[src/rtl/nmea_gga_rmc_position_parser_defines.svh]
// Assertion helpers for the NMEA position parser.
`ifndef NMEA_GGA_RMC_POSITION_PARSER_DEFINES_SVH
`define NMEA_GGA_RMC_POSITION_PARSER_DEFINES_SVH

// Condition that must hold at every clock edge out of reset.
`define NMEA_PP_CHECK(lbl, cond) \
   lbl: assert property (@(posedge clock) disable iff (reset) (cond)) \
      else $error("nmea position parser: invariant violated");

// Cause in one cycle implies effect in the next.
`define NMEA_PP_CHECK_NEXT(lbl, cause, effect) \
   lbl: assert property (@(posedge clock) disable iff (reset) (cause) |=> (effect)) \
      else $error("nmea position parser: sequence violated");

`endif

[src/rtl/nmea_pp_pkg.sv]
`default_nettype none
package nmea_pp_pkg;

   localparam int BUFFER_BYTES_DEF = 512;
   localparam int TOKEN_CHARS_DEF  = 16;

   localparam logic [7:0] CH_NUL   = 8'h00;
   localparam logic [7:0] CH_SPACE = 8'h20;
   localparam logic [7:0] CH_DOLLAR = 8'h24;
   localparam logic [7:0] CH_PLUS  = 8'h2B;
   localparam logic [7:0] CH_COMMA = 8'h2C;
   localparam logic [7:0] CH_MINUS = 8'h2D;
   localparam logic [7:0] CH_DOT   = 8'h2E;
   localparam logic [7:0] CH_ZERO  = 8'h30;
   localparam logic [7:0] CH_NINE  = 8'h39;
   localparam logic [7:0] CH_S     = 8'h53;
   localparam logic [7:0] CH_W     = 8'h57;

   localparam logic [9:0] GAP_RESET = 10'd50;

   localparam logic [39:0] DEG_CAP = 40'd999;
   localparam logic [39:0] MIN_CAP = 40'd999999999999;
   localparam logic [39:0] ALT_CAP = 40'd99999999;
   localparam logic [39:0] SPD_CAP = 40'd9999999;

   localparam logic [2:0] F_DEG = 3'd0;
   localparam logic [2:0] F_MIN = 3'd6;
   localparam logic [2:0] F_MM  = 3'd3;

   localparam logic signed [40:0] COORD_LIMIT = 41'sd10016666666;

   typedef enum logic [1:0] {PH_LEAD, PH_INT, PH_FRAC, PH_STOP} acc_phase_type;

   typedef struct packed {
      acc_phase_type phase;
      logic [2:0]    fdig;
      logic          neg;
      logic [39:0]   mag;
   } acc_type;

   localparam acc_type ACC_CLEAR = '{phase: PH_LEAD, fdig: 3'd0, neg: 1'b0, mag: 40'd0};

   typedef struct packed {
      logic    zero;
      acc_type deg;
      acc_type mins;
   } coord_raw_type;

   localparam coord_raw_type COORD_CLEAR = '{zero: 1'b1, deg: ACC_CLEAR, mins: ACC_CLEAR};

   typedef struct packed {
      logic          found;
      coord_raw_type lat;
      coord_raw_type lon;
      logic          south;
      logic          west;
      acc_type       alt;
      acc_type       spd;
   } snap_type;

   typedef struct packed {
      logic               found;
      logic signed [34:0] lat;
      logic signed [34:0] lon;
      logic signed [27:0] alt;
      logic signed [23:0] spd;
   } out_type;

   function automatic logic [19:0] pow10(input logic [2:0] e);
      case (e)
         3'd0: pow10 = 20'd1;
         3'd1: pow10 = 20'd10;
         3'd2: pow10 = 20'd100;
         3'd3: pow10 = 20'd1000;
         3'd4: pow10 = 20'd10000;
         3'd5: pow10 = 20'd100000;
         3'd6: pow10 = 20'd1000000;
         default: pow10 = 20'd0;
      endcase
   endfunction

   // Decimal accumulation: lead blanks, sign, integer, fraction, stop.
   function automatic acc_type acc_feed(input acc_type a, input logic [7:0] c,
                                        input logic [2:0] f, input logic [39:0] cap);
      acc_type     r;
      logic        is_dig;
      logic        is_space;
      logic        is_sign;
      logic [3:0]  d;
      logic [43:0] t;
      logic [2:0]  e;
      r        = a;
      d        = 4'(c - CH_ZERO);
      is_dig   = (c >= CH_ZERO) && (c <= CH_NINE);
      is_space = c inside {[8'd9:8'd13], CH_SPACE};
      is_sign  = (c == CH_PLUS) || (c == CH_MINUS);
      e        = 3'(f - 3'd1 - a.fdig);
      t        = '0;
      case (a.phase)
         PH_LEAD, PH_INT: begin
            if (a.phase == PH_LEAD && is_sign) begin
               r.phase = PH_INT;
               r.neg   = (c == CH_MINUS);
            end else if (!(a.phase == PH_LEAD && is_space)) begin
               if (is_dig) begin
                  t       = 44'(a.mag) * 44'd10 + 44'(d) * 44'(pow10(f));
                  r.mag   = (t > 44'(cap)) ? cap : t[39:0];
                  r.phase = PH_INT;
               end else if (c == CH_DOT) begin
                  r.phase = PH_FRAC;
               end else begin
                  r.phase = PH_STOP;
               end
            end
         end
         PH_FRAC: begin
            if (is_dig) begin
               if (a.fdig < f) begin
                  t      = 44'(a.mag) + 44'(d) * 44'(pow10(e));
                  r.mag  = (t > 44'(cap)) ? cap : t[39:0];
                  r.fdig = 3'(a.fdig + 3'd1);
               end
            end else begin
               r.phase = PH_STOP;
            end
         end
         default: r = a;
      endcase
      return r;
   endfunction

endpackage
`default_nettype wire

[src/rtl/nmea_pp_result.sv]
`default_nettype none
module nmea_pp_result (
   input  wire logic                 clock,
   input  wire logic                 reset,
   input  wire logic                 load,
   input  wire nmea_pp_pkg::snap_type snap,
   output logic                      in_ready,
   input  wire logic                 out_ready,
   output logic                      out_valid,
   output nmea_pp_pkg::out_type      out_word
);

   localparam logic [30:0] RECIP_125 = 31'd1099511628;
   localparam logic [33:0] E7 = 34'd10000000;

   typedef struct packed {
      logic        zero;
      logic        dneg;
      logic        mneg;
      logic        hemi;
      logic [33:0] dp;
      logic [19:0] qhi;
      logic [1:0]  r;
      logic [19:0] ylo;
   } c1_type;

   typedef struct packed {
      logic               zero;
      logic               qneg;
      logic signed [40:0] sd;
      logic [39:0]        q;
   } c2_type;

   typedef struct packed {
      logic               found;
      c1_type             lat;
      c1_type             lon;
      logic signed [27:0] alt;
      logic [32:0]        spd_prod;
      logic               spd_neg;
   } s1_type;

   typedef struct packed {
      logic               found;
      c2_type             lat;
      c2_type             lon;
      logic signed [27:0] alt;
      logic [60:0]        spd_q;
      logic               spd_neg;
   } s2_type;

   logic                  v0_ff, v1_ff, v2_ff, v3_ff;
   logic                  rdy0, rdy1, rdy2, rdy3;
   nmea_pp_pkg::snap_type s0_ff;
   s1_type                s1_ff, s1_in;
   s2_type                s2_ff, s2_in;
   nmea_pp_pkg::out_type  s3_ff, s3_in;

   // Divide by three, one nibble a step; returns {quotient, remainder}.
   function automatic logic [21:0] div3_part(input logic [1:0] rin, input logic [19:0] y);
      logic [1:0]  r;
      logic [19:0] q;
      logic [5:0]  t;
      logic [13:0] p;
      logic [3:0]  qd;
      r = rin;
      q = '0;
      for (int i = 4; i >= 0; i--) begin
         t  = {r, y[i*4 +: 4]};
         p  = 14'(t) * 14'd171;
         qd = p[12:9];
         q[i*4 +: 4] = qd;
         r  = 2'(t - 6'(qd) * 6'd3);
      end
      return {q, r};
   endfunction

   function automatic c1_type mk_c1(input nmea_pp_pkg::coord_raw_type x, input logic hemi);
      c1_type      c;
      logic [39:0] y;
      logic [21:0] hi;
      y      = {1'b0, x.mins.mag[39:1]};
      hi     = div3_part(2'd0, y[39:20]);
      c.zero = x.zero;
      c.dneg = x.deg.neg;
      c.mneg = x.mins.neg;
      c.hemi = hemi;
      c.dp   = 34'(x.deg.mag[9:0]) * E7;
      c.qhi  = hi[21:2];
      c.r    = hi[1:0];
      c.ylo  = y[19:0];
      return c;
   endfunction

   function automatic c2_type mk_c2(input c1_type x);
      c2_type             c;
      logic [21:0]        lo;
      logic signed [40:0] dps;
      lo     = div3_part(x.r, x.ylo);
      dps    = $signed({7'd0, x.dp});
      c.zero = x.zero;
      c.qneg = x.mneg ^ x.hemi;
      c.sd   = (x.dneg ^ x.hemi) ? -dps : dps;
      c.q    = {x.qhi, lo[21:2]};
      return c;
   endfunction

   function automatic logic signed [34:0] fin_coord(input c2_type x);
      logic signed [40:0] qs;
      logic signed [40:0] v;
      qs = x.qneg ? -$signed({1'b0, x.q}) : $signed({1'b0, x.q});
      v  = x.zero ? 41'sd0 : 41'(x.sd + qs);
      if (v > nmea_pp_pkg::COORD_LIMIT) begin
         v = nmea_pp_pkg::COORD_LIMIT;
      end else if (v < -nmea_pp_pkg::COORD_LIMIT) begin
         v = -nmea_pp_pkg::COORD_LIMIT;
      end
      return v[34:0];
   endfunction

   assign rdy3      = !v3_ff || out_ready;
   assign rdy2      = !v2_ff || rdy3;
   assign rdy1      = !v1_ff || rdy2;
   assign rdy0      = !v0_ff || rdy1;
   assign in_ready  = rdy0;
   assign out_valid = v3_ff;
   assign out_word  = s3_ff;

   always_comb begin
      s1_in.found    = s0_ff.found;
      s1_in.lat      = mk_c1(s0_ff.lat, s0_ff.south);
      s1_in.lon      = mk_c1(s0_ff.lon, s0_ff.west);
      s1_in.alt      = s0_ff.alt.neg ? -$signed(28'(s0_ff.alt.mag[26:0]))
                                     : $signed(28'(s0_ff.alt.mag[26:0]));
      s1_in.spd_prod = 33'(s0_ff.spd.mag[23:0]) * 33'd514;
      s1_in.spd_neg  = s0_ff.spd.neg;

      s2_in.found    = s1_ff.found;
      s2_in.lat      = mk_c2(s1_ff.lat);
      s2_in.lon      = mk_c2(s1_ff.lon);
      s2_in.alt      = s1_ff.alt;
      s2_in.spd_q    = 61'(s1_ff.spd_prod[32:3]) * 61'(RECIP_125);
      s2_in.spd_neg  = s1_ff.spd_neg;

      s3_in.found = s2_ff.found;
      s3_in.lat   = fin_coord(s2_ff.lat);
      s3_in.lon   = fin_coord(s2_ff.lon);
      s3_in.alt   = s2_ff.alt;
      s3_in.spd   = s2_ff.spd_neg ? -$signed(s2_ff.spd_q[60:37]) : $signed(s2_ff.spd_q[60:37]);
      if (!s2_ff.found) begin
         s3_in = '0;
      end
   end

   always_ff @(posedge clock) begin
      if (reset) begin
         v0_ff <= 1'b0;
         v1_ff <= 1'b0;
         v2_ff <= 1'b0;
         v3_ff <= 1'b0;
      end else begin
         if (rdy0) begin
            v0_ff <= load;
         end
         if (rdy1) begin
            v1_ff <= v0_ff;
         end
         if (rdy2) begin
            v2_ff <= v1_ff;
         end
         if (rdy3) begin
            v3_ff <= v2_ff;
         end
      end
      if (rdy0 && load) begin
         s0_ff <= snap;
      end
      if (rdy1 && v0_ff) begin
         s1_ff <= s1_in;
      end
      if (rdy2 && v1_ff) begin
         s2_ff <= s2_in;
      end
      if (rdy3 && v2_ff) begin
         s3_ff <= s3_in;
      end
   end

endmodule
`default_nettype wire

[config.mk]
export PLATFORM = sky130hd
export DESIGN_NAME = nmea_pp_result
export DESIGN_NICKNAME = d
export VERILOG_FILES = /design/src/rtl/nmea_gga_rmc_position_parser_defines.svh /design/src/rtl/nmea_pp_pkg.sv /design/src/rtl/nmea_pp_result.sv
export SDC_FILE = /design/constraint.sdc
export NUM_CORES = 2
export LEC_CHECK = 0
export BUFFER_PORTS_ARGS = -buffer_cell sky130_fd_sc_hd__buf_2
export CAP_MARGIN = 20
export CELL_PAD_IN_SITES_DETAIL_PLACEMENT = 0
export CELL_PAD_IN_SITES_GLOBAL_PLACEMENT = 1
export CORE_MARGIN = 10
export CORE_UTILIZATION = 43
export CTS_CLUSTER_DIAMETER = 200
export CTS_CLUSTER_SIZE = 30
export DETAILED_ROUTE_END_ITERATION = 7
export PLACE_DENSITY = 0.78
export SYNTH_ARGS = -nofsm -noshare
export SYNTH_HDL_FRONTEND = slang
export SYNTH_SLANG_ARGS = --single-unit
[constraint.sdc]
create_clock -name clock -period 26 [get_ports clock]
set_clock_uncertainty 0.2 [all_clocks]
set_input_delay 5.2 -clock clock [delete_from_list [all_inputs] [get_ports clock]]
set_output_delay 5.2 -clock clock [all_outputs]
set_load 0.02 [all_outputs]
# --- After elaboration in Yosys (flattened, before gate mapping) ---
# Cells that the tools add are included.
totals:
  reg_bits: 744
  input_bits: 285
  output_inout_bits: 125
  wordCells: 173
op_classes:
  n_addsub: 26
  magnitude_cmp: 4
  n_mul: 42
  n_mux: 13
  bitwise_logic: 5
  reduce_logical: 16
op_table:
  columns: ["cell", "count"]
  rows:
  - ["$mul 6x8->13 const B", 18]
  - ["$mux 41", 4]
  - ["$mux 35", 4]
  - ["$mux 123", 1]
  - ["$add 41x41->41", 2]
  - ["$gt 41x35->1 const B", 2]
  - ["$lt 41x35->1 const B", 2]
  - ["$neg 34->41", 2]
  - ["$neg 38->41", 2]
  - ["$mux 34", 2]
  - ["$mul 4x2->2 const B", 16]
  - ["$mul 30x29->59 const B", 1]
  - ["$mul 10x17->27 const B", 2]
  - ["$sub 2x2->2", 18]
  - ["$mul 24x9->32 const B", 1]
  - ["$neg 27->28", 1]
  - ["$mux 27", 1]
  - ["$mux 24", 1]
  - ["$neg 24->24", 1]
  - ["$mul 3x8->11 const B", 2]
  - ["$reduce_or 3->1", 2]
  - ["$logic_and 1x1->1", 4]
  - ["$logic_not 1->1", 4]
  - ["$logic_or 1x1->1", 4]
  - ["other kinds (4)", 9]

# --- Longest topological paths before layout ---
depth:
  depth_word: 15
  depth_mapped: 85
  mapped_depth_nobuf: 85

# --- Worst setup path before layout ---
# No wires, ideal clock.
synth_path:
  path_kind: "input to register"
  start: "in out_ready"
  end: "reg s2_ff[0] (netlist name), enable pin"
  setup_slack_ns: 4.897
  arrival_ns: 19.829
  path_stages: 2
  n_path_buf: 0
  required_ns: 24.726
  setup_time_ns: 1.074
  cell_sequence: "nor2b_1 -> a21boi_0"
synth_between:
  elab_chain_cells: 3
synth_lines:
  columns: ["element", "line_no", "text"]
  rows:
  - ["start: declaration", "nmea_pp_result.sv:8", "input wire logic out_ready,"]
  - ["$logic_or 1x1->1", "nmea_pp_result.sv:121", "assign rdy3 = !v3_ff || out_ready;"]
  - ["$logic_or 1x1->1", "nmea_pp_result.sv:122", "assign rdy2 = !v2_ff || rdy3;"]
  - ["$logic_and 1x1->1", "nmea_pp_result.sv:181", "if (rdy2 && v1_ff) begin"]
  - ["end signal: assignment", "nmea_pp_result.sv:182", "s2_ff <= s2_in;"]
  - ["end: declaration", "nmea_pp_result.sv:56", "s2_type s2_ff, s2_in;"]
# Every way passes these cells.
# A chain may end at the register's enable or synchronous reset.

==> flow_summary.json <==
{
  "outcome": "completed",
  "die_x_um": 400,
  "yosysTopAreaCellShare": 0.332,
  "synth.net_count": 7404,
  "cp_max_fo": 5,
  "critPathCaptureType": "register",
  "io_buffers": 288,
  "dr.pass1.iters": 6,
  "path_class": "reg -> reg",
  "clk_root_buffer_cell": "clkbuf_16",
  "grt_usage": 0.173,
  "clk_latency_ns": 0.68,
  "antenna_found_initial": 8,
  "layout.nets": 7671,
  "synth_warnings": 0,
  "synth.largest_area_cell": "edfxtp_1",
  "ys.flop_type": "edfxtp_1",
  "ios": 410,
  "max_cap_viol_count": 0,
  "viasPerCell": 5.20,
  "critPathMostFrequentCell": "ha_1",
  "synth_seq_cells": 691,
  "slew_headroom": 0.283,
  "clkSinkCount": 691,
  "max_freq_mhz": 55.0,
  "hpwl_um": 114000,
  "max_stage_delay_ns": 0.56,
  "synth.yosys.seq_area_share": 0.333,
  "fill_cells": 13300,
  "grt_pass1_wl_um": 224000,
  "syn_inst": 5536,
  "arrival_ns": 18.44,
  "grt_max_degree": 125,
  "post_dp_cell_area_mm2": 0.0660,
  "layout.area.seq_mm2": 0.0207,
  "cp_top_family": "adder cells",
  "cts_hold_buffers": 0,
  "clockBufferDepth": 3,
  "top_layer": "met5",
  "cts_buffers": 27,
  "place_congestion": 0.902,
  "ys_types": 84,
  "worstSetupStartpointType": "register",
  "fin_area_mm2": 0.0668,
  "area_growth_pct": 7.38,
  "postRouteAntennaNets": 0,
  "grt_pass1_vias": 41200,
  "drive_gt1_frac": 0.0716,
  "synthTopCellsByArea": "edfxtp_1 (33%), ha_1 (23%), fa_1 (15%)",
  "die_h_um": 400,
  "fin_ws_ns": 7.80,
  "multi_input_area_mm2": 0.0375,
  "wl_per_cell_um": 18.2,
  "fin_crit_ns": 18.20,
  "worstMarginPinSlew_ns": 1.07,
  "wl_met2_um": 61800,
  "hp-class": "reg -> reg",
  "syn_avg_cell_area_um2": 11.2,
  "cts_tree": "built",
  "htreeDepth": 1,
  "cts_resized": 0,
  "fp-row-count": 139,
  "slew_violations": 0,
  "num_vias": 40100,
  "drc": 0,
  "dieArea_mm2": 0.160,
  "fin_setup_tns_ns": 0,
  "grt_overflow": 0,
  "drt_wl_total_um": 140000,
  "wl_met3_um": 8500,
  "setup_violations": 0,
  "clk_pin_slew_worst_paths_ns": 0.12,
  "synth_area_mm2": 0.0622,
  "dp_slack_ns": 7.75,
  "crit_buf_inv": 0,
  "initial_core_util": 0.433,
  "coreArea_mm2": 0.144,
  "m1WireLength_um": 67400,
  "critical_path_required_ns": 26.24,
  "async_reset_ff_frac": 0,
  "hold_viol": 0,
  "fin_crit_sh": 0.700,
  "post-cts-setup-buffers": 0,
  "synth_edf_count": 687,
  "dr.first_iter.drc_count": 2319,
  "rsz0062_at_grt": "false",
  "critPathSlowestCell": "fa_1"
}
cells in the mapped netlist, types with 18 or more instances:
master	instances
xnor2_1	286
nand2_1	182
nor3_1	79
and2_1	43
o21ai_0	158
nor4_1	18
a21oi_1	214
or3_1	40
nand2b_1	34
and3_1	26
fa_1	463
inv_1	979
o21bai_1	36
nor2_1	241
o21a_1	47
or4_1	20
o211ai_1	19
a21o_1	133
xor2_1	150
ha_1	1120
a31oi_1	28
a211oi_1	18
edfxtp_1	687
nor2b_1	59
nand3_1	42
o31ai_1	52
nand4_1	32
o41ai_1	24
clkbuf_1	77
cell families (layout without fill, tap and decap cells):
family	Yosys count	count (layout)	synth area share
other	0	3	0
and+or+nand+nor	887	887	0.0726
xor gates and xnor gates	437	437	0.0617
DFF	691	691	0.333
adders and majority gates	1583	1583	0.374
muxes	12	12	0.00205
AOI/OAI and AO/OA	862	862	0.0920
buffers and inverters	1064	1342	0.0644
flip-flops by register name, indices dropped and copies added, names as in the netlist:
register	count
out_valid	1
out_word	123
s0_ff	160
s1_ff	202
s2_ff	202
v0_ff	1
v1_ff	1
v2_ff	1
area by class of cell:
type                    instances  area share
well taps                    1903      0.0356
clock buffers                  38      0.0109
multi-input cells            3781       0.562
flip-flops and latches        691       0.310
diodes                          3    0.000112
repair buffers                322      0.0257
inverters                     980      0.0551
clock inverters                 2    0.000581
per-layer routing:
layer,up-vias,GRT usage
li1,19700,-
met1,19600,0.247
met2,795,0.274
met3,112,0.0328
met4,6,0.0292
met5,-,0
path summary, 6_finish.rpt:
check             slack [ns]              endpoint  depth (start not counted)            startpoint
setup / recovery        7.80  s2_ff[176]$_DFFE_PP_                         70  s1_ff[160]$_DFFE_PP_
hold / removal          0.23   s1_ff[75]$_DFFE_PP_                          0  s0_ff[108]$_DFFE_PP_
hold reg to reg         0.23   s1_ff[75]$_DFFE_PP_                          0  s0_ff[108]$_DFFE_PP_
setup reg to reg        7.80  s2_ff[176]$_DFFE_PP_                         70  s1_ff[160]$_DFFE_PP_
through the flow:
| step | utilization | hold slack, ns | cells |
|---|---|---|---|
| 2_1_floorplan | - | 0.200 | 5536 |
| 6_report | 0.465 | 0.229 | 7720 |
| 4_1_cts | 0.465 | 0.230 | 7716 |
| 3_5_place_dp | 0.459 | 0.205 | 7676 |
| 3_3_place_gp | 0.459 | 0.202 | 7676 |
| 5_1_grt | 0.465 | 0.235 | 7717 |
placed cells by master (no fill, tap or decap), drive strengths merged, types with 79 or more instances in the layout:
master / n
ha: 1120
inv: 980
edfxtp: 687
fa: 463
buf: 322
xnor2: 287
nor2: 241
a21oi: 215
nand2: 182
o21ai: 160
xor2: 150
a21o: 133
nor3: 79
Power is left out: the tool's default activity adds up to more than one toggle a clock period on the data nets, which glitch-free logic cannot reach.
