--- config.mk ---
export PLATFORM = sky130hd
export DESIGN_NAME = nmea_pp_scanner
export DESIGN_NICKNAME = d
export VERILOG_FILES = /design/src/rtl/nmea_gga_rmc_position_parser_defines.svh /design/src/rtl/nmea_pp_pkg.sv /design/src/rtl/nmea_pp_scanner.sv
export SDC_FILE = /design/constraint.sdc
export NUM_CORES = 2
export LEC_CHECK = 0
export BUFFER_PORTS_ARGS = -buffer_cell sky130_fd_sc_hd__buf_2
export CAP_MARGIN = 0
export CORE_MARGIN = 10
export CORE_UTILIZATION = 40
export DETAILED_ROUTE_END_ITERATION = 10
export PLACE_DENSITY_LB_ADDON = 0.15
export REMOVE_ABC_BUFFERS = 1
export SLEW_MARGIN = 40
export SYNTH_ARGS = -nofsm -noshare
export SYNTH_HDL_FRONTEND = slang
export SYNTH_SLANG_ARGS = --single-unit
--- constraint.sdc ---
create_clock -name clock -period 12 [get_ports clock]
set_input_delay 1.8 -clock clock [delete_from_list [all_inputs] [get_ports clock]]
set_output_delay 1.8 -clock clock [all_outputs]
set_load 0.01 [all_outputs]
--- src/rtl/nmea_gga_rmc_position_parser_defines.svh ---
// Assertion helpers for the NMEA position parser.
`ifndef NMEA_GGA_RMC_POSITION_PARSER_DEFINES_SVH
`define NMEA_GGA_RMC_POSITION_PARSER_DEFINES_SVH

// Condition that must hold at every clock edge out of reset.
`define NMEA_PP_CHECK(lbl, cond) \
   lbl: assert property (@(posedge clock) disable iff (reset) (cond)) \
      else $error("nmea position parser: invariant violated");

// Cause in one cycle implies effect in the next.
`define NMEA_PP_CHECK_NEXT(lbl, cause, effect) \
   lbl: assert property (@(posedge clock) disable iff (reset) (cause) |=> (effect)) \
      else $error("nmea position parser: sequence violated");

`endif

--- src/rtl/nmea_pp_pkg.sv ---
`default_nettype none
package nmea_pp_pkg;

   localparam int BUFFER_BYTES_DEF = 512;
   localparam int TOKEN_CHARS_DEF  = 16;

   localparam logic [7:0] CH_NUL   = 8'h00;
   localparam logic [7:0] CH_SPACE = 8'h20;
   localparam logic [7:0] CH_DOLLAR = 8'h24;
   localparam logic [7:0] CH_PLUS  = 8'h2B;
   localparam logic [7:0] CH_COMMA = 8'h2C;
   localparam logic [7:0] CH_MINUS = 8'h2D;
   localparam logic [7:0] CH_DOT   = 8'h2E;
   localparam logic [7:0] CH_ZERO  = 8'h30;
   localparam logic [7:0] CH_NINE  = 8'h39;
   localparam logic [7:0] CH_S     = 8'h53;
   localparam logic [7:0] CH_W     = 8'h57;

   localparam logic [9:0] GAP_RESET = 10'd50;

   localparam logic [39:0] DEG_CAP = 40'd999;
   localparam logic [39:0] MIN_CAP = 40'd999999999999;
   localparam logic [39:0] ALT_CAP = 40'd99999999;
   localparam logic [39:0] SPD_CAP = 40'd9999999;

   localparam logic [2:0] F_DEG = 3'd0;
   localparam logic [2:0] F_MIN = 3'd6;
   localparam logic [2:0] F_MM  = 3'd3;

   localparam logic signed [40:0] COORD_LIMIT = 41'sd10016666666;

   typedef enum logic [1:0] {PH_LEAD, PH_INT, PH_FRAC, PH_STOP} acc_phase_type;

   typedef struct packed {
      acc_phase_type phase;
      logic [2:0]    fdig;
      logic          neg;
      logic [39:0]   mag;
   } acc_type;

   localparam acc_type ACC_CLEAR = '{phase: PH_LEAD, fdig: 3'd0, neg: 1'b0, mag: 40'd0};

   typedef struct packed {
      logic    zero;
      acc_type deg;
      acc_type mins;
   } coord_raw_type;

   localparam coord_raw_type COORD_CLEAR = '{zero: 1'b1, deg: ACC_CLEAR, mins: ACC_CLEAR};

   typedef struct packed {
      logic          found;
      coord_raw_type lat;
      coord_raw_type lon;
      logic          south;
      logic          west;
      acc_type       alt;
      acc_type       spd;
   } snap_type;

   typedef struct packed {
      logic               found;
      logic signed [34:0] lat;
      logic signed [34:0] lon;
      logic signed [27:0] alt;
      logic signed [23:0] spd;
   } out_type;

   function automatic logic [19:0] pow10(input logic [2:0] e);
      case (e)
         3'd0: pow10 = 20'd1;
         3'd1: pow10 = 20'd10;
         3'd2: pow10 = 20'd100;
         3'd3: pow10 = 20'd1000;
         3'd4: pow10 = 20'd10000;
         3'd5: pow10 = 20'd100000;
         3'd6: pow10 = 20'd1000000;
         default: pow10 = 20'd0;
      endcase
   endfunction

   // Decimal accumulation: lead blanks, sign, integer, fraction, stop.
   function automatic acc_type acc_feed(input acc_type a, input logic [7:0] c,
                                        input logic [2:0] f, input logic [39:0] cap);
      acc_type     r;
      logic        is_dig;
      logic        is_space;
      logic        is_sign;
      logic [3:0]  d;
      logic [43:0] t;
      logic [2:0]  e;
      r        = a;
      d        = 4'(c - CH_ZERO);
      is_dig   = (c >= CH_ZERO) && (c <= CH_NINE);
      is_space = c inside {[8'd9:8'd13], CH_SPACE};
      is_sign  = (c == CH_PLUS) || (c == CH_MINUS);
      e        = 3'(f - 3'd1 - a.fdig);
      t        = '0;
      case (a.phase)
         PH_LEAD, PH_INT: begin
            if (a.phase == PH_LEAD && is_sign) begin
               r.phase = PH_INT;
               r.neg   = (c == CH_MINUS);
            end else if (!(a.phase == PH_LEAD && is_space)) begin
               if (is_dig) begin
                  t       = 44'(a.mag) * 44'd10 + 44'(d) * 44'(pow10(f));
                  r.mag   = (t > 44'(cap)) ? cap : t[39:0];
                  r.phase = PH_INT;
               end else if (c == CH_DOT) begin
                  r.phase = PH_FRAC;
               end else begin
                  r.phase = PH_STOP;
               end
            end
         end
         PH_FRAC: begin
            if (is_dig) begin
               if (a.fdig < f) begin
                  t      = 44'(a.mag) + 44'(d) * 44'(pow10(e));
                  r.mag  = (t > 44'(cap)) ? cap : t[39:0];
                  r.fdig = 3'(a.fdig + 3'd1);
               end
            end else begin
               r.phase = PH_STOP;
            end
         end
         default: r = a;
      endcase
      return r;
   endfunction

endpackage
`default_nettype wire

--- src/rtl/nmea_pp_scanner.sv ---
`default_nettype none
module nmea_pp_scanner #(
   parameter int BUFFER_BYTES = nmea_pp_pkg::BUFFER_BYTES_DEF,
   parameter int TOKEN_CHARS  = nmea_pp_pkg::TOKEN_CHARS_DEF
) (
   input  wire logic                 clock,
   input  wire logic                 reset,
   input  wire logic                 accept,
   input  wire logic                 cmd,
   input  wire logic [7:0]           rx_byte,
   input  wire logic                 csr_wr_en,
   input  wire logic [9:0]           csr_wr_data,
   output logic                      emit,
   output nmea_pp_pkg::snap_type     snap
);

   localparam int COUNT_W    = $clog2(BUFFER_BYTES);
   localparam int KEEP_CHARS = (TOKEN_CHARS < 31) ? TOKEN_CHARS : 31;
   localparam logic [9:0] IDLE_MAX = 10'd1023;
   localparam logic [2:0] TAG_LEN = 3'd7;
   localparam logic [3:0] GGA_LAT = 4'd2;
   localparam logic [3:0] GGA_NS  = 4'd3;
   localparam logic [3:0] GGA_LON = 4'd4;
   localparam logic [3:0] GGA_EW  = 4'd5;
   localparam logic [3:0] GGA_ALT = 4'd9;
   localparam logic [3:0] GGA_END = 4'd10;
   localparam logic [2:0] RMC_SPD = 3'd7;
   localparam logic [4:0] LEN_MAX = 5'd31;
   localparam logic [4:0] LEN_SHORT = 5'd5;
   localparam logic [4:0] DOT_POS = 5'd4;

   typedef struct packed {
      nmea_pp_pkg::acc_type deg;
      nmea_pp_pkg::acc_type mins;
   } cand_type;

   localparam cand_type CAND_CLEAR = '{deg: nmea_pp_pkg::ACC_CLEAR,
                                       mins: nmea_pp_pkg::ACC_CLEAR};

   logic [9:0]                 gap_ff, gap_in;
   logic [COUNT_W-1:0]         count_ff, count_in;
   logic [9:0]                 idle_ff, idle_in;
   logic                       ended_ff, ended_in;
   logic [2:0]                 gga_prog_ff, gga_prog_in;
   logic [2:0]                 rmc_prog_ff, rmc_prog_in;
   logic [3:0]                 gga_field_ff, gga_field_in;
   logic [2:0]                 rmc_field_ff, rmc_field_in;
   logic [4:0]                 tok_len_ff, tok_len_in;
   logic                       dot4_ff, dot4_in;
   cand_type                   cand2_ff, cand2_in;
   cand_type                   cand3_ff, cand3_in;
   nmea_pp_pkg::coord_raw_type lat_ff, lat_in;
   nmea_pp_pkg::coord_raw_type lon_ff, lon_in;
   logic                       south_ff, south_in;
   logic                       west_ff, west_in;
   nmea_pp_pkg::acc_type       alt_ff, alt_in;
   nmea_pp_pkg::acc_type       spd_ff, spd_in;

   nmea_pp_pkg::coord_raw_type fin;
   logic [9:0]                 idle_next;
   logic [3:0]                 gga_step;
   logic [3:0]                 rmc_step;

   function automatic logic [7:0] tag_char(input logic rmc, input logic [2:0] idx);
      case (idx)
         3'd0: tag_char = nmea_pp_pkg::CH_DOLLAR;
         3'd1: tag_char = 8'h47;
         3'd2: tag_char = 8'h50;
         3'd3: tag_char = rmc ? 8'h52 : 8'h47;
         3'd4: tag_char = rmc ? 8'h4D : 8'h47;
         3'd5: tag_char = rmc ? 8'h43 : 8'h41;
         3'd6: tag_char = nmea_pp_pkg::CH_COMMA;
         default: tag_char = nmea_pp_pkg::CH_NUL;
      endcase
   endfunction

   // Returns {hit, next progress}.
   function automatic logic [3:0] tag_step(input logic [2:0] p, input logic rmc,
                                           input logic [7:0] c);
      if (p < TAG_LEN && c == tag_char(rmc, p)) begin
         if (p == 3'(TAG_LEN - 3'd1)) begin
            return {1'b1, 3'd0};
         end
         return {1'b0, 3'(p + 3'd1)};
      end
      return {1'b0, (c == nmea_pp_pkg::CH_DOLLAR) ? 3'd1 : 3'd0};
   endfunction

   always_comb begin
      gap_in       = csr_wr_en ? csr_wr_data : gap_ff;
      count_in     = count_ff;
      idle_in      = idle_ff;
      ended_in     = ended_ff;
      gga_prog_in  = gga_prog_ff;
      rmc_prog_in  = rmc_prog_ff;
      gga_field_in = gga_field_ff;
      rmc_field_in = rmc_field_ff;
      tok_len_in   = tok_len_ff;
      dot4_in      = dot4_ff;
      cand2_in     = cand2_ff;
      cand3_in     = cand3_ff;
      lat_in       = lat_ff;
      lon_in       = lon_ff;
      south_in     = south_ff;
      west_in      = west_ff;
      alt_in       = alt_ff;
      spd_in       = spd_ff;
      emit         = 1'b0;

      fin.zero  = (tok_len_ff <= LEN_SHORT);
      fin.deg   = dot4_ff ? cand2_ff.deg : cand3_ff.deg;
      fin.mins  = dot4_ff ? cand2_ff.mins : cand3_ff.mins;
      idle_next = (idle_ff == IDLE_MAX) ? idle_ff : 10'(idle_ff + 10'd1);
      gga_step  = tag_step(gga_prog_ff, 1'b0, rx_byte);
      rmc_step  = tag_step(rmc_prog_ff, 1'b1, rx_byte);

      snap.found = (gga_field_ff != 4'd0) && (rmc_field_ff != 3'd0);
      snap.lat   = (gga_field_ff == GGA_LAT) ? fin : lat_ff;
      snap.lon   = (gga_field_ff == GGA_LON) ? fin : lon_ff;
      snap.south = south_ff;
      snap.west  = west_ff;
      snap.alt   = alt_ff;
      snap.spd   = spd_ff;

      if (accept && !cmd) begin
         idle_in = 10'd0;
         if (count_ff < COUNT_W'(BUFFER_BYTES - 2)) begin
            count_in = COUNT_W'(count_ff + 1'b1);
            if (!ended_ff) begin
               if (rx_byte == nmea_pp_pkg::CH_NUL) begin
                  ended_in = 1'b1;
               end else begin
                  if (gga_field_ff == 4'd0) begin
                     gga_prog_in = gga_step[2:0];
                     if (gga_step[3]) begin
                        gga_field_in = 4'd1;
                     end
                  end else if (gga_field_ff < GGA_END) begin
                     if (rx_byte == nmea_pp_pkg::CH_COMMA) begin
                        if (gga_field_ff == GGA_LAT) begin
                           lat_in = fin;
                        end else if (gga_field_ff == GGA_LON) begin
                           lon_in = fin;
                        end
                        gga_field_in = 4'(gga_field_ff + 4'd1);
                        tok_len_in   = 5'd0;
                        cand2_in     = CAND_CLEAR;
                        cand3_in     = CAND_CLEAR;
                     end else begin
                        if (gga_field_ff == GGA_LAT || gga_field_ff == GGA_LON) begin
                           if (tok_len_ff == DOT_POS) begin
                              dot4_in = (rx_byte == nmea_pp_pkg::CH_DOT);
                           end
                           if (tok_len_ff < 5'(KEEP_CHARS)) begin
                              if (tok_len_ff < 5'd2) begin
                                 cand2_in.deg = nmea_pp_pkg::acc_feed(cand2_ff.deg, rx_byte,
                                    nmea_pp_pkg::F_DEG, nmea_pp_pkg::DEG_CAP);
                              end else begin
                                 cand2_in.mins = nmea_pp_pkg::acc_feed(cand2_ff.mins, rx_byte,
                                    nmea_pp_pkg::F_MIN, nmea_pp_pkg::MIN_CAP);
                              end
                              if (tok_len_ff < 5'd3) begin
                                 cand3_in.deg = nmea_pp_pkg::acc_feed(cand3_ff.deg, rx_byte,
                                    nmea_pp_pkg::F_DEG, nmea_pp_pkg::DEG_CAP);
                              end else begin
                                 cand3_in.mins = nmea_pp_pkg::acc_feed(cand3_ff.mins, rx_byte,
                                    nmea_pp_pkg::F_MIN, nmea_pp_pkg::MIN_CAP);
                              end
                           end
                        end else if (gga_field_ff == GGA_NS) begin
                           if (tok_len_ff == 5'd0) begin
                              south_in = (rx_byte == nmea_pp_pkg::CH_S) ||
                                         (rx_byte == nmea_pp_pkg::CH_W);
                           end
                        end else if (gga_field_ff == GGA_EW) begin
                           if (tok_len_ff == 5'd0) begin
                              west_in = (rx_byte == nmea_pp_pkg::CH_S) ||
                                        (rx_byte == nmea_pp_pkg::CH_W);
                           end
                        end else if (gga_field_ff == GGA_ALT) begin
                           alt_in = nmea_pp_pkg::acc_feed(alt_ff, rx_byte,
                              nmea_pp_pkg::F_MM, nmea_pp_pkg::ALT_CAP);
                        end
                        if (tok_len_ff != LEN_MAX) begin
                           tok_len_in = 5'(tok_len_ff + 5'd1);
                        end
                     end
                  end

                  if (rmc_field_ff == 3'd0) begin
                     rmc_prog_in = rmc_step[2:0];
                     if (rmc_step[3]) begin
                        rmc_field_in = 3'd1;
                     end
                  end else if (rmc_field_ff < RMC_SPD) begin
                     if (rx_byte == nmea_pp_pkg::CH_COMMA) begin
                        rmc_field_in = 3'(rmc_field_ff + 3'd1);
                     end
                  end else begin
                     spd_in = nmea_pp_pkg::acc_feed(spd_ff, rx_byte,
                        nmea_pp_pkg::F_MM, nmea_pp_pkg::SPD_CAP);
                  end
               end
            end
         end
      end else if (accept && cmd) begin
         idle_in = idle_next;
         if (idle_next > gap_ff && count_ff != '0) begin
            emit         = 1'b1;
            count_in     = '0;
            ended_in     = 1'b0;
            gga_prog_in  = 3'd0;
            rmc_prog_in  = 3'd0;
            gga_field_in = 4'd0;
            rmc_field_in = 3'd0;
            tok_len_in   = 5'd0;
            cand2_in     = CAND_CLEAR;
            cand3_in     = CAND_CLEAR;
            lat_in       = nmea_pp_pkg::COORD_CLEAR;
            lon_in       = nmea_pp_pkg::COORD_CLEAR;
            south_in     = 1'b0;
            west_in      = 1'b0;
            alt_in       = nmea_pp_pkg::ACC_CLEAR;
            spd_in       = nmea_pp_pkg::ACC_CLEAR;
         end
      end
   end

   always_ff @(posedge clock) begin
      if (reset) begin
         gap_ff       <= nmea_pp_pkg::GAP_RESET;
         count_ff     <= '0;
         idle_ff      <= 10'd0;
         ended_ff     <= 1'b0;
         gga_prog_ff  <= 3'd0;
         rmc_prog_ff  <= 3'd0;
         gga_field_ff <= 4'd0;
         rmc_field_ff <= 3'd0;
         tok_len_ff   <= 5'd0;
         dot4_ff      <= 1'b0;
         cand2_ff     <= CAND_CLEAR;
         cand3_ff     <= CAND_CLEAR;
         lat_ff       <= nmea_pp_pkg::COORD_CLEAR;
         lon_ff       <= nmea_pp_pkg::COORD_CLEAR;
         south_ff     <= 1'b0;
         west_ff      <= 1'b0;
         alt_ff       <= nmea_pp_pkg::ACC_CLEAR;
         spd_ff       <= nmea_pp_pkg::ACC_CLEAR;
      end else begin
         gap_ff       <= gap_in;
         count_ff     <= count_in;
         idle_ff      <= idle_in;
         ended_ff     <= ended_in;
         gga_prog_ff  <= gga_prog_in;
         rmc_prog_ff  <= rmc_prog_in;
         gga_field_ff <= gga_field_in;
         rmc_field_ff <= rmc_field_in;
         tok_len_ff   <= tok_len_in;
         dot4_ff      <= dot4_in;
         cand2_ff     <= cand2_in;
         cand3_ff     <= cand3_in;
         lat_ff       <= lat_in;
         lon_ff       <= lon_in;
         south_ff     <= south_in;
         west_ff      <= west_in;
         alt_ff       <= alt_in;
         spd_ff       <= spd_in;
      end
   end

endmodule
`default_nettype wire

Word level (Yosys, flattened, before mapping)
Cells that the tools add are included.
{ "classes": {"add_sub_neg": 32, "n_mul": 18, "div": 0, "magnitude_cmp": 32, "n_eq_ne": 184, "shift": 0, "n_mux": 413, "bitwise": 4, "reduce_logical": 91} }
{ "ops": {"columns": ["cell", "count"], "rows": [
  ["20-bit 2-to-1 mux", 153],
  ["92-bit 2-to-1 mux", 20],
  ["93-bit 2-to-1 mux", 19],
  ["40-bit 2-to-1 mux", 42],
  ["46-bit 2-to-1 mux", 25],
  ["20-bit case mux with 7 select lines", 6],
  ["40-bit case mux with 2 select lines", 6],
  ["4-bit by 20-bit multiplier with 24-bit output", 12],
  ["44-bit by 24-bit adder with 44-bit output", 6],
  ["40-bit by 3-bit multiplier with 43-bit output (second input constant)", 6],
  ["40-bit by 24-bit adder with 41-bit output", 6],
  ["13-bit AND reduction", 9],
  ["3-bit 2-to-1 mux", 38],
  ["4-bit != test (second input constant)", 26],
  ["44-bit by 10-bit > comparator with 1-bit output (second input constant)", 2],
  ["44-bit by 40-bit > comparator with 1-bit output (second input constant)", 2],
  ["3-bit by 1-bit != test with 1-bit output (second input constant)", 28],
  ["41-bit by 10-bit > comparator with 1-bit output (second input constant)", 2],
  ["41-bit by 40-bit > comparator with 1-bit output (second input constant)", 2],
  ["3-bit == test (second input constant)", 24],
  ["4-bit 2-to-1 mux", 18],
  ["16-bit AND reduction", 4],
  ["12-bit AND reduction", 5],
  ["5-bit 2-to-1 mux", 10],
  ["74 further kinds", 303]
]} }
{ "word_totals": {"regBits": 513, "latchBits": 0, "mem_bits_rw": 0, "rom_bits": 0, "inputBits": 23, "out_inout_bits": 282, "wordCells": 828, "mem_count": 0} }

Depth between registers and ports, before layout
{ "depth": {"word_depth": 37, "depth_mapped": 31, "ltp_nobuf": 28} }

Worst setup path after synthesis
OpenSTA, ideal clock, no wires.
{ "synth_timing": {"path_type": "input -> register", "from": "input port rx_byte[1]", "to": "register cand2_ff[27] (netlist name)", "arrival_ns": 8.146, "slack_ns": 3.775, "stages": 27, "path_buffers": 5, "cell_sequence": "clkbuf_1 -> inv_1 -> clkbuf_1 -> buf_1 -> nor2_1 -> fa_1 -> fa_1 -> inv_1 -> fa_1 -> inv_1 -> ha_1 -> o21ai_0 -> a2111oi_0 -> a211o_1 -> o211ai_1 -> a211o_1 -> a21oi_1 -> nand4_1 -> a21oi_1 -> nor2_1 -> or3b_2 -> o31a_1 -> clkbuf_1 -> nor2_1 -> clkbuf_1 -> o21ai_0 -> o211ai_1"} }
{ "synth_between": {"elab_chain_cells": 19, "elab_cells_between_ends": 51, "classes_between": "add/sub: 3; mul: 2; order compare: 6; eq/ne: 14; mux: 18; reduce/logical: 8"} }
{ "synth_lines": {"columns": ["item", "line", "rtl"], "rows": [
  ["from (decl)", "nmea_pp_scanner.sv:10", "input wire logic [7:0] rx_byte,"],
  ["4-bit by 1-bit subtractor with 4-bit output", "nmea_pp_pkg.sv:93", "d = 4'(c - CH_ZERO);"],
  ["4-bit by 20-bit multiplier with 24-bit output", "nmea_pp_pkg.sv:106", "t = 44'(a.mag) * 44'd10 + 44'(d) * 44'(pow10(f));"],
  ["44-bit by 24-bit adder with 44-bit output", "nmea_pp_pkg.sv:106", null],
  ["44-bit by 40-bit > comparator with 1-bit output", "nmea_pp_pkg.sv:107", "r.mag = (t > 44'(cap)) ? cap : t[39:0];"],
  ["40-bit 2-to-1 mux", "nmea_pp_pkg.sv:107", null],
  ["40-bit 2-to-1 mux", "nmea_pp_pkg.sv:105", "if (is_dig) begin"],
  ["40-bit 2-to-1 mux", "nmea_pp_pkg.sv:104", "end else if (!(a.phase == PH_LEAD && is_space)) begin"],
  ["40-bit 2-to-1 mux", "nmea_pp_pkg.sv:101", "if (a.phase == PH_LEAD && is_sign) begin"],
  ["(+3 left out)", null, null],
  ["92-bit 2-to-1 mux", "nmea_pp_scanner.sv:150", "if (gga_field_ff == GGA_LAT || gga_field_ff == GGA_LON) begin"],
  ["92-bit 2-to-1 mux", "nmea_pp_scanner.sv:139", "if (rx_byte == nmea_pp_pkg::CH_COMMA) begin"],
  ["92-bit 2-to-1 mux", "nmea_pp_scanner.sv:138", "end else if (gga_field_ff < GGA_END) begin"],
  ["92-bit 2-to-1 mux", "nmea_pp_scanner.sv:133", "if (gga_field_ff == 4'd0) begin"],
  ["92-bit 2-to-1 mux", "nmea_pp_scanner.sv:130", "if (rx_byte == nmea_pp_pkg::CH_NUL) begin"],
  ["92-bit 2-to-1 mux", "nmea_pp_scanner.sv:129", "if (!ended_ff) begin"],
  ["92-bit 2-to-1 mux", "nmea_pp_scanner.sv:127", "if (count_ff < COUNT_W'(BUFFER_BYTES - 2)) begin"],
  ["92-bit 2-to-1 mux", "nmea_pp_scanner.sv:125", "if (accept && !cmd) begin"],
  ["to (signal assigned)", "nmea_pp_scanner.sv:260", "cand2_ff <= cand2_in;"],
  ["to (decl)", "nmea_pp_scanner.sv:50", "cand_type cand2_ff, cand2_in;"]
]} }
Parallel ways exist; a longest one is shown, timed or not. The select of a mux whose other input is x is not followed.
A chain may end at the register's enable or synchronous reset.

Worst setup path in the final report
{ "layout_timing": {"from": "input port rx_byte[3]", "to": "register cand2_ff[27] (netlist name)"} }
The elaborated chain is that of the path after synthesis.

==> flow_summary.toml <==
[outcome]
status = "complete, no violations"

[yosys]
yosysSeqAreaShare = 0.158
netlist_instances = 8561
synth_area_per_cell_um2 = 7.51
netlist_area_um2 = 64300
yosysWarnings = 0
synth.ff_latch_count = 507
synth_edf_count = 0
synth_cell_types = 108
ys.flop_type = "dfxtp_1"
async_flop_share = 0

[final_layout]
fillers = 16300
drive_gt1_frac = 0.0763
syn2layout_area_growth_pct = 8.94
finalNetCount = 9639
post-route-cell-area_um2 = 70000
regArea_um2 = 10200
fin_util = 0.437
multiInputGateArea_um2 = 50300

[worst_setup_path]
path_delay_family = "compound AO/OA/AOI/OAI gates"
slowest_delay_ns = 0.54
critPathBufInv = 6
critPathMaxFanout = 26
cp.arrival_ns = 9.31
cp_data_required_time_ns = 12.62
cp-end-kind = "flop"
worstReg2RegEnd = "cand3_ff[24]"
path_class = "in2reg"
reg2reg_setup_slack_ns = 3.43
r2r_cells = 27
cp_common_cell = "fa_1"
cp_slowest_cell = "fa_1"
crit_path_start_kind = "input pin"
rr_startpoint = "cand3_ff[42]"

[timing]
fin_ws_ns = 3.31
slew_violations = 0
slew_headroom = 0.398
min_period_ns = 8.69
skew_ns = 0.0467
min_period_over_period = 0.724
hold_viol = 0
rsz0062_at_grt = "false"
setup_viol = 0
worst_pin_slew_ns = 0.892
max_freq_mhz = 115

[clock_network]
post_cts_resized = 0
numCtsBuffers = 70
clock_sinks = 507
clock_latency_ns = 0.70
clkTransAtPathRegs_ns = 0.06
cts_tree = "built"
holdBufCountCts = 0
htree_levels = 3
clockRootBuffer = "clkbuf_16"
cts_setup_buffers = 0
clock_path_buffers = 3

[routing]
num_vias = 62800
drc_errors = 0
avgViaCountPerCell = 5.81
drt_iter0_drc = 4760
routed_wl_um = 223000
antenna_left = 0
drt_first_pass_iters = 6
routedWlPerCell_um = 20.6

[global_routing]
grt_max_degree = 92
grt_overflow = 0
antenna_found_initial = 6
grt_pass1_vias = 58900
grt_pass1_wl_um = 343000
grt_use_total = 0.240

[floorplanning]
core_area_um2 = 160000
io_pins = 305
die_area_um2 = 177000
dieWidth_um = 421
rows = 147
die_h_um = 421
initial_core_util = 0.401

[placed_design]
portBuffers = 304
dp.final_hpwl_um = 176000
place.gp.congestion = 0.935
pre_cts_ws_ns = 2.65
place_area_um2 = 67600

[power]
p_total_w = 0.00497
p_leak_nw = 32.2
power.density_nw_per_um2 = 71.0
peakVddDrop_uv = 103

[min_path]
min_from = "lat_ff[85]"
whs_endpoint = "lat_ff[85]"
hold_path_class = "reg2reg"
whs_path_depth = 2

[flow_run]
drv_cap = 0
## metrics by stage
step                      hold slack (ns)  std cells  TNS [ns]
after CTS                           0.451      10800         0
after global placement              0.437      10700         0
after detailed placement            0.437      10700         0
after floorplan                     0.421       8159   -456.44
final                               0.448      10800         0
after global routing                0.461      10800         0
## flip-flops by register name, indices dropped and copies added, names as in the netlist
| signal | cells |
|---|---|
| cand2_ff | 89 |
| cand3_ff | 89 |
| count_ff | 9 |
| dot4_ff | 1 |
| ended_ff | 1 |
| gap_ff | 10 |
| gga_field_ff | 4 |
| gga_prog_ff | 3 |
| idle_ff | 10 |
| lat_ff | 93 |
| lon_ff | 93 |
| rmc_field_ff | 3 |
| rmc_prog_ff | 3 |
| snap | 92 |
| south_ff | 1 |
| tok_len_ff | 5 |
| west_ff | 1 |
## how the worst max path moves through the flow
stage / from / to / depth (start not counted)
after detailed placement: rx_byte[2] / snap[9] / 21
after floorplan: accept / lat_ff[0] / 9
after CTS: rx_byte[2] / snap[9] / 21
final: rx_byte[3] / cand2_ff[27] / 26
after global routing: rx_byte[3] / cand2_ff[34] / 26
after global placement: rx_byte[3] / cand2_ff[29] / 26
## cells in the mapped netlist (all sizes together), types with 91 or more instances
cell    count  share of area
nand2     934          0.055
ha        781           0.15
a21oi     690          0.054
inv       656          0.038
o21ai     567          0.044
nor2      529          0.031
dfxtp     507           0.16
nand3     380          0.030
clkbuf    357          0.021
fa        241          0.075
xnor2     241          0.033
nor3      231          0.018
and2      208          0.020
a21o      194          0.023
and3      161          0.016
mux2i     153          0.024
xor2      150          0.020
nand4      91         0.0090
## tightest hold or removal path, stage by stage (launching register included)
cell and delay, ns:
dfxtp_1 0.31, nand2_1 0.05, a21oi_1 0.05
## placed cells by master, fill, tap and decap left out, drive strengths merged, types with 104 or more instances in the layout
cell type,instances
nand2,934
ha,781
a21oi,690
inv,663
o21ai,567
nor2,529
dfxtp,507
nand3,380
buf,363
fa,241
xnor2,241
nor3,231
and2,208
a21o,194
and3,161
mux2i,153
xor2,150
clkbuf,104
## routing by layer
metal  vias up  share of wire  global-route usage
met4         0          0.035              0.0877
met2      1627           0.46               0.396
li1      30800              -                   -
met1     30100           0.46               0.324
met3       305          0.048              0.0242
met5         -              0                   0
## cell type report
| cell class | instances | share of cell area |
|---|---|---|
| timing repair buffer | 363 | 0.0288 |
| clock inverter | 22 | 0.00379 |
| multi-input combinational | 6993 | 0.718 |
| sequential | 507 | 0.145 |
| clock buffer | 104 | 0.0299 |
| tap | 2160 | 0.0386 |
| antenna | 5 | 0.000179 |
| inverter | 659 | 0.0353 |
## power breakdown
group          internal [W]  switching, W
combinational      0.000382      0.000728
clock               0.00124      0.000912
sequential          0.00169     0.0000145
## kinds of logic (layout without fill, tap and decap cells)
kind of cell / count (synthesis) / after routing / synth area share
adders and majority gates: 1022 / 1022 / 0.227
xor gates and xnor gates: 391 / 391 / 0.0534
muxes: 168 / 168 / 0.0265
and+or+nand+nor: 3059 / 3059 / 0.237
AOI/OAI and AO/OA: 2353 / 2353 / 0.235
DFF: 507 / 507 / 0.158
buffers and inverters: 1061 / 1148 / 0.0630
other: 0 / 5 / 0
Power figures use the tool's default switching activity.
